[src/design/tcw_pkg.sv]
// ----------------------------------------------------------------------------
// tcw_pkg: shared definitions for the text console writer
// Field widths, character codes, item kinds, and the command and status
// structs that join the controller and the datapath.
// ----------------------------------------------------------------------------
package tcw_pkg;

   localparam int DEF_COLUMNS = 80;
   localparam int DEF_ROWS    = 25;

   localparam int KIND_W = 3;
   localparam int CHAR_W = 8;
   localparam int ROW_W  = 5;
   localparam int COL_W  = 7;
   localparam int ATTR_W = 8;
   localparam int CELL_W = CHAR_W + ATTR_W;

   localparam logic [CHAR_W-1:0] BLANK_CHAR = 8'h20;
   localparam logic [CHAR_W-1:0] CH_LF      = 8'd10;
   localparam logic [CHAR_W-1:0] CH_CR      = 8'd13;
   localparam logic [CHAR_W-1:0] CH_TAB     = 8'd9;
   localparam logic [ATTR_W-1:0] RESET_ATTR = 8'h07;

   localparam int TAB_STOP = 4;
   localparam int CNT_W    = $clog2(TAB_STOP + 1);

   // item kinds
   localparam logic [KIND_W-1:0] KIND_PUT       = 3'd0;
   localparam logic [KIND_W-1:0] KIND_LEFT      = 3'd1;
   localparam logic [KIND_W-1:0] KIND_RIGHT     = 3'd2;
   localparam logic [KIND_W-1:0] KIND_BACKSPACE = 3'd3;
   localparam logic [KIND_W-1:0] KIND_CLEAR     = 3'd4;
   localparam logic [KIND_W-1:0] KIND_READ      = 3'd5;

   // cursor operations
   localparam logic [2:0] CUR_HOLD     = 3'd0;
   localparam logic [2:0] CUR_BACK     = 3'd1;
   localparam logic [2:0] CUR_RIGHT    = 3'd2;
   localparam logic [2:0] CUR_COL0     = 3'd3;
   localparam logic [2:0] CUR_NEXT_ROW = 3'd4;
   localparam logic [2:0] CUR_ORIGIN   = 3'd5;

   // repeat counter operations
   localparam logic [1:0] CNT_HOLD  = 2'd0;
   localparam logic [1:0] CNT_CLEAR = 2'd1;
   localparam logic [1:0] CNT_LOAD  = 2'd2;
   localparam logic [1:0] CNT_DEC   = 2'd3;

   // sweep pointer operations
   localparam logic [2:0] PTR_HOLD        = 3'd0;
   localparam logic [2:0] PTR_INC         = 3'd1;
   localparam logic [2:0] PTR_ZERO        = 3'd2;
   localparam logic [2:0] PTR_COPY_START  = 3'd3;
   localparam logic [2:0] PTR_BLANK_START = 3'd4;

   // store write operations
   localparam logic [2:0] WR_NONE       = 3'd0;
   localparam logic [2:0] WR_FILL_INIT  = 3'd1;
   localparam logic [2:0] WR_FILL       = 3'd2;
   localparam logic [2:0] WR_COPY       = 3'd3;
   localparam logic [2:0] WR_CHAR       = 3'd4;
   localparam logic [2:0] WR_BACK_BLANK = 3'd5;

   // store read address select
   localparam logic [1:0] RD_CURSOR = 2'd0;
   localparam logic [1:0] RD_PTR    = 2'd1;
   localparam logic [1:0] RD_ITEM   = 2'd2;

   typedef struct packed {
      logic       latch;
      logic [2:0] cur_op;
      logic [1:0] cnt_op;
      logic [2:0] ptr_op;
      logic [2:0] wr_op;
      logic [1:0] rd_sel;
      logic       capture;
   } tcw_cmd_type;

   typedef struct packed {
      logic [KIND_W-1:0] kind;
      logic              is_lf;
      logic              is_cr;
      logic              is_tab;
      logic              col_last;
      logic              row_last;
      logic              cnt_last;
      logic              cnt_zero;
      logic              ptr_first;
      logic              ptr_end;
      logic              ptr_last;
      logic              rsp_free;
   } tcw_status_type;

endpackage

[src/design/tcw_ctrl.sv]
// ----------------------------------------------------------------------------
// tcw_ctrl: console sequencer
// Steps each item through store writes, scroll and clear sweeps, and the
// final cell read; runs the blanking pass after reset.
// ----------------------------------------------------------------------------
module tcw_ctrl (
   input  logic                    clock,
   input  logic                    reset,
   input  logic                    req_valid,
   output logic                    req_stall,
   input  tcw_pkg::tcw_status_type sts,
   output tcw_pkg::tcw_cmd_type    cmd
);

   localparam logic [3:0] S_INIT   = 4'd0;
   localparam logic [3:0] S_IDLE   = 4'd1;
   localparam logic [3:0] S_EXEC   = 4'd2;
   localparam logic [3:0] S_STORE  = 4'd3;
   localparam logic [3:0] S_SCROLL = 4'd4;
   localparam logic [3:0] S_BLANK  = 4'd5;
   localparam logic [3:0] S_CLEAR  = 4'd6;
   localparam logic [3:0] S_READ   = 4'd7;
   localparam logic [3:0] S_DONE   = 4'd8;

   logic [3:0] state_ff, state_in;

   assign req_stall = (state_ff != S_IDLE);

   always_comb begin
      cmd      = '0;
      state_in = state_ff;
      case (state_ff)
         S_INIT: begin
            cmd.wr_op  = tcw_pkg::WR_FILL_INIT;
            cmd.ptr_op = tcw_pkg::PTR_INC;
            if (sts.ptr_last) begin
               cmd.ptr_op = tcw_pkg::PTR_ZERO;
               state_in   = S_IDLE;
            end
         end
         S_IDLE: begin
            if (req_valid) begin
               cmd.latch  = 1'b1;
               cmd.cnt_op = tcw_pkg::CNT_CLEAR;
               state_in   = S_EXEC;
            end
         end
         S_EXEC: begin
            state_in = S_READ;
            case (sts.kind)
               tcw_pkg::KIND_PUT: begin
                  if (sts.is_lf) begin
                     if (!sts.row_last) begin
                        cmd.cur_op = tcw_pkg::CUR_NEXT_ROW;
                     end else begin
                        cmd.cur_op = tcw_pkg::CUR_COL0;
                        cmd.ptr_op = tcw_pkg::PTR_COPY_START;
                        state_in   = S_SCROLL;
                     end
                  end else if (sts.is_cr) begin
                     cmd.cur_op = tcw_pkg::CUR_COL0;
                  end else begin
                     cmd.cnt_op = tcw_pkg::CNT_LOAD;
                     state_in   = S_STORE;
                  end
               end
               tcw_pkg::KIND_LEFT: begin
                  cmd.cur_op = tcw_pkg::CUR_BACK;
               end
               tcw_pkg::KIND_RIGHT: begin
                  if (!sts.col_last) begin
                     cmd.cur_op = tcw_pkg::CUR_RIGHT;
                  end else if (!sts.row_last) begin
                     cmd.cur_op = tcw_pkg::CUR_NEXT_ROW;
                  end else begin
                     cmd.cur_op = tcw_pkg::CUR_COL0;
                     cmd.ptr_op = tcw_pkg::PTR_COPY_START;
                     state_in   = S_SCROLL;
                  end
               end
               tcw_pkg::KIND_BACKSPACE: begin
                  cmd.wr_op  = tcw_pkg::WR_BACK_BLANK;
                  cmd.cur_op = tcw_pkg::CUR_BACK;
               end
               tcw_pkg::KIND_CLEAR: begin
                  cmd.ptr_op = tcw_pkg::PTR_ZERO;
                  state_in   = S_CLEAR;
               end
               default: begin
               end
            endcase
         end
         S_STORE: begin
            // one character per cycle while no scroll runs; a row end wraps or scrolls
            cmd.wr_op  = tcw_pkg::WR_CHAR;
            cmd.cnt_op = tcw_pkg::CNT_DEC;
            state_in   = sts.cnt_last ? S_READ : S_STORE;
            if (!sts.col_last) begin
               cmd.cur_op = tcw_pkg::CUR_RIGHT;
            end else if (!sts.row_last) begin
               cmd.cur_op = tcw_pkg::CUR_NEXT_ROW;
            end else begin
               cmd.cur_op = tcw_pkg::CUR_COL0;
               cmd.ptr_op = tcw_pkg::PTR_COPY_START;
               state_in   = S_SCROLL;
            end
         end
         S_SCROLL: begin
            cmd.rd_sel = sts.ptr_end ? tcw_pkg::RD_CURSOR : tcw_pkg::RD_PTR;
            if (!sts.ptr_first) begin
               cmd.wr_op = tcw_pkg::WR_COPY;
            end
            if (sts.ptr_end) begin
               cmd.ptr_op = tcw_pkg::PTR_BLANK_START;
               state_in   = S_BLANK;
            end else begin
               cmd.ptr_op = tcw_pkg::PTR_INC;
            end
         end
         S_BLANK: begin
            cmd.wr_op  = tcw_pkg::WR_FILL;
            cmd.ptr_op = tcw_pkg::PTR_INC;
            if (sts.ptr_last) begin
               state_in = sts.cnt_zero ? S_READ : S_STORE;
            end
         end
         S_CLEAR: begin
            cmd.wr_op  = tcw_pkg::WR_FILL;
            cmd.ptr_op = tcw_pkg::PTR_INC;
            if (sts.ptr_last) begin
               cmd.ptr_op = tcw_pkg::PTR_ZERO;
               cmd.cur_op = tcw_pkg::CUR_ORIGIN;
               state_in   = S_READ;
            end
         end
         S_READ: begin
            cmd.rd_sel = tcw_pkg::RD_ITEM;
            state_in   = S_DONE;
         end
         S_DONE: begin
            // keep the read address so the cell stays on the read port
            cmd.rd_sel = tcw_pkg::RD_ITEM;
            if (sts.rsp_free) begin
               cmd.capture = 1'b1;
               state_in    = S_IDLE;
            end
         end
         default: begin
            state_in = S_IDLE;
         end
      endcase
   end

   always_ff @(posedge clock) begin
      if (reset) begin
         state_ff <= S_INIT;
      end else begin
         state_ff <= state_in;
      end
   end

   a_scroll_to_blank: assert property (@(posedge clock) disable iff (reset)
      (state_ff == S_SCROLL && sts.ptr_end) |=> (state_ff == S_BLANK))
      else $error("scroll did not hand over to row blanking");

   a_sweep_no_item: assert property (@(posedge clock) disable iff (reset)
      (state_ff == S_INIT || state_ff == S_CLEAR || state_ff == S_SCROLL) |-> !cmd.latch)
      else $error("item taken during a store sweep");

   a_done_holds: assert property (@(posedge clock) disable iff (reset)
      (state_ff == S_DONE && !sts.rsp_free) |=> (state_ff == S_DONE))
      else $error("result dropped while output busy");

endmodule
[config.mk]
export PLATFORM = sky130hd
export DESIGN_NAME = tcw_ctrl
export DESIGN_NICKNAME = d
export VERILOG_FILES = /design/src/design/tcw_pkg.sv /design/src/design/tcw_ctrl.sv
export SDC_FILE = /design/constraint.sdc
export NUM_CORES = 1
export LEC_CHECK = 0
export ABC_AREA = 0
export BUFFER_PORTS_ARGS = -buffer_cell sky130_fd_sc_hd__buf_2
export CORE_MARGIN = 2
export CORE_UTILIZATION = 46
export CTS_CLUSTER_SIZE = 24
export DETAILED_ROUTE_END_ITERATION = 12
export PLACE_DENSITY = 0.78
export SLEW_MARGIN = 40
export SYNTH_ARGS = -nofsm -noshare
export SYNTH_HDL_FRONTEND = slang
export SYNTH_SLANG_ARGS = --single-unit
[constraint.sdc]
create_clock -name clock -period 1.75 [get_ports clock]
set_input_delay 0.0875 -clock clock [delete_from_list [all_inputs] [get_ports clock]]
set_output_delay 0.0875 -clock clock [all_outputs]
set_load 0.005 [all_outputs]
==> metrics.cfg <==
[detailed_routing]
vias_per_cell=6.17
drtIter0Drc=25
via_count=956
ant_nets=0
drc_errors=0
dr.pass1.iters=4
wl_per_cell_um=14.6
routed_wl_um=2270

[yosys]
synth-seq-area-share=0.108
async_reset_ff_frac=0
ys_warn_count=0
synthDistinctLibCells=46
synth_top_cells_by_count=10 x a21oi_1, 9 x nor2_1, 7 x nand2_1, 7 x nand2b_1
yosys-top-cells-area=dfxtp_1 11%, a21oi_1 6.8%, nand2b_1 5.9%
synth_edf_count=0
synth_top_cell_area_share=0.108
syn_avg_cell_area_um2=7.04
syn-cell-area_um2=739
syn_nets=122
synth.most_common_cell=a21oi_1
syn_inst=105
synth_top_flop_cell=dfxtp_1
ys_seq_elements=4
yosysTopAreaCell=dfxtp_1

[clock_network]
clock_sinks=4
cts_tree=done
cts.path.max_buffers=2
insertion_delay_ps=240
cts_root_buf=clkbuf_4
htreeDepth=1
cts.clk_slew.worst_paths_ps=40
cts_buffers=3

[setup_path]
worstPathArrival_ps=1690
critPathLaunchType=flop
r2r_start=state_ff[0]
worst_setup_path_end_kind=output port
cp-startpoint=state_ff[0]
rrSetupSlack_ps=180
crit_required_ps=1660
crit_buf_inv=1
crit_type=reg2out
crit_chain=or4b_4, nor2_4, nand4b_1, o211ai_1, buf_2
crit_fanout=4
crit_family=simple AND/OR/NAND/NOR gates
crit_path_top_delay_cell=or4b_4
r2r-end=state_ff[0]
cpPeakStageDelay_ps=580
reg2reg_depth=5

[outcome]
status=complete, but fails checks
violations=setup timing

[global_routing]
busiest_layer=met2
overflow=0
grt_max_degree=15
grt_pass1_wl_um=3510
antenna_found_initial=0
grt_pass1_vias=811
use_met1=0.323
gr-usage-all-layers=0.241
use_met2=0.382
groute.layer.met3.usage=0.0408

[floorplanning]
row_count=14
pin_count=33
fp.dieH_um=44.1
core_mm2=0.00151
initial_utilization=0.491
dieWidth_um=44.1
dieArea_mm2=0.00194

[worst_hold_path]
holdPathStages=2
holdPathEnd=state_ff[2]
hold_class=in2reg
hp-start=reset

[layout]
seq_area_um2=86.3
multiInputGateArea_um2=603
drive_gt1_frac=0.410
fin_cells=155
regMostFlops=state_ff
largest_reg_flops=4
largestRegisters=state_ff: 4 flops
area_delta_synth_final_pct=29.6
n_fill_cell=156
final_net_count=158
antenna_cells=0

[timing]
slew_headroom=0.721
fin_crit_sh=1.02
tightest_slew_ps=413
rsz0062_at_grt=yes
final_period_minus_worst_setup_slack_ps=1780
timing_hold_violations_final=0
setup_viol=2
slew_viol_final=0
clock.fmax_ghz=0.562
fin_ws_ps=-28.2
clock_skew_ps=1.23

[place]
gp_congestion=0.927
dpl.hpwl_um=1740
dp.cells=150
io_buffers=31

[power_and_ir_drop]
p_total_uw=443
ir_drop_uv=304
leakagePower_nw=0.432
p_per_area_mw_per_mm2=462

[flow_run]
max-cap-violations=0

[layer usage]
| metal | wire length [um] | vias to the layer above |
|---|---|---|
| met5 | 0 | - |
| met3 | 133 | 6 |
| met4 | 38 | 0 |
| met1 | 1010 | 436 |
| met2 | 1090 | 47 |
| li1 | - | 467 |
[where the power goes]
| group | total, mW | internal (mW) | switching (mW) | leakage [nW] |
|---|---|---|---|---|
| clock network | 0.121 | 0.0771 | 0.0439 | 0.0138 |
| registers | 0.104 | 0.0972 | 0.00690 | 0.0341 |
| logic | 0.218 | 0.0991 | 0.119 | 0.384 |
| total | 0.443 | 0.273 | 0.169 | 0.432 |
[per-stage QoR]
stage | setup WS [ps] | util | hold WS [ps] | area, um^2 | setup TNS, ps
after floorplan | 335 | - | 150 | 739 | 0
after global placement | 164 | 0.605 | 288 | 912 | 0
after detailed placement | 144 | 0.605 | 288 | 912 | 0
after CTS | -10.6 | 0.629 | 35.0 | 947 | -12.4
after global routing | -87.0 | 0.636 | 38.6 | 958 | -405
final | -28.2 | 0.636 | 32.2 | 958 | -31.3
[cell usage in the layout, fill, tap and decap left out, types with 3 or more instances in the layout]
cell type and instances:
nand2_1 7, mux2i_1 3, a21oi_1 10, nor2_1 9, nor2b_1 3, clkbuf_4 3, buf_2 31, buf_4 8
nand2b_1 7, and3_1 3, inv_1 3, nor3_1 5
[how the worst max path moves through the flow]
stage,endpoint,cells past startpoint
2_1_floorplan,cmd[13],5
3_3_place_gp,cmd[7],6
3_5_place_dp,cmd[7],6
4_1_cts,cmd[6],5
5_1_grt,cmd[6],5
6_report,cmd[6],5
[cells by family after synthesis]
kind of cell    after synthesis  synth area share
compound gates               31             0.305
simple gates                 55             0.452
mux                           4            0.0558
buf+inv                      11            0.0795
flops                         4             0.108
[timing repair]
| action | CTS | global route |
|---|---|---|
| buffers inserted | 1 | 1 |
| cloned | 0 | 0 |
| gates resized for setup | 3 | 2 |
| pin swaps | 1 | 2 |
| setup endpoints to repair | 7 | 6 |
| hold buffers | 0 | 0 |
[cell type report]
class / instances / area share
clock buffer: 3 / 0.0235
multi-input combinational: 90 / 0.629
inverter: 3 / 0.0117
tap: 16 / 0.0209
sequential: 4 / 0.0901
timing repair buffer: 39 / 0.225
No activity file was read; power rests on OpenSTA's default activity.
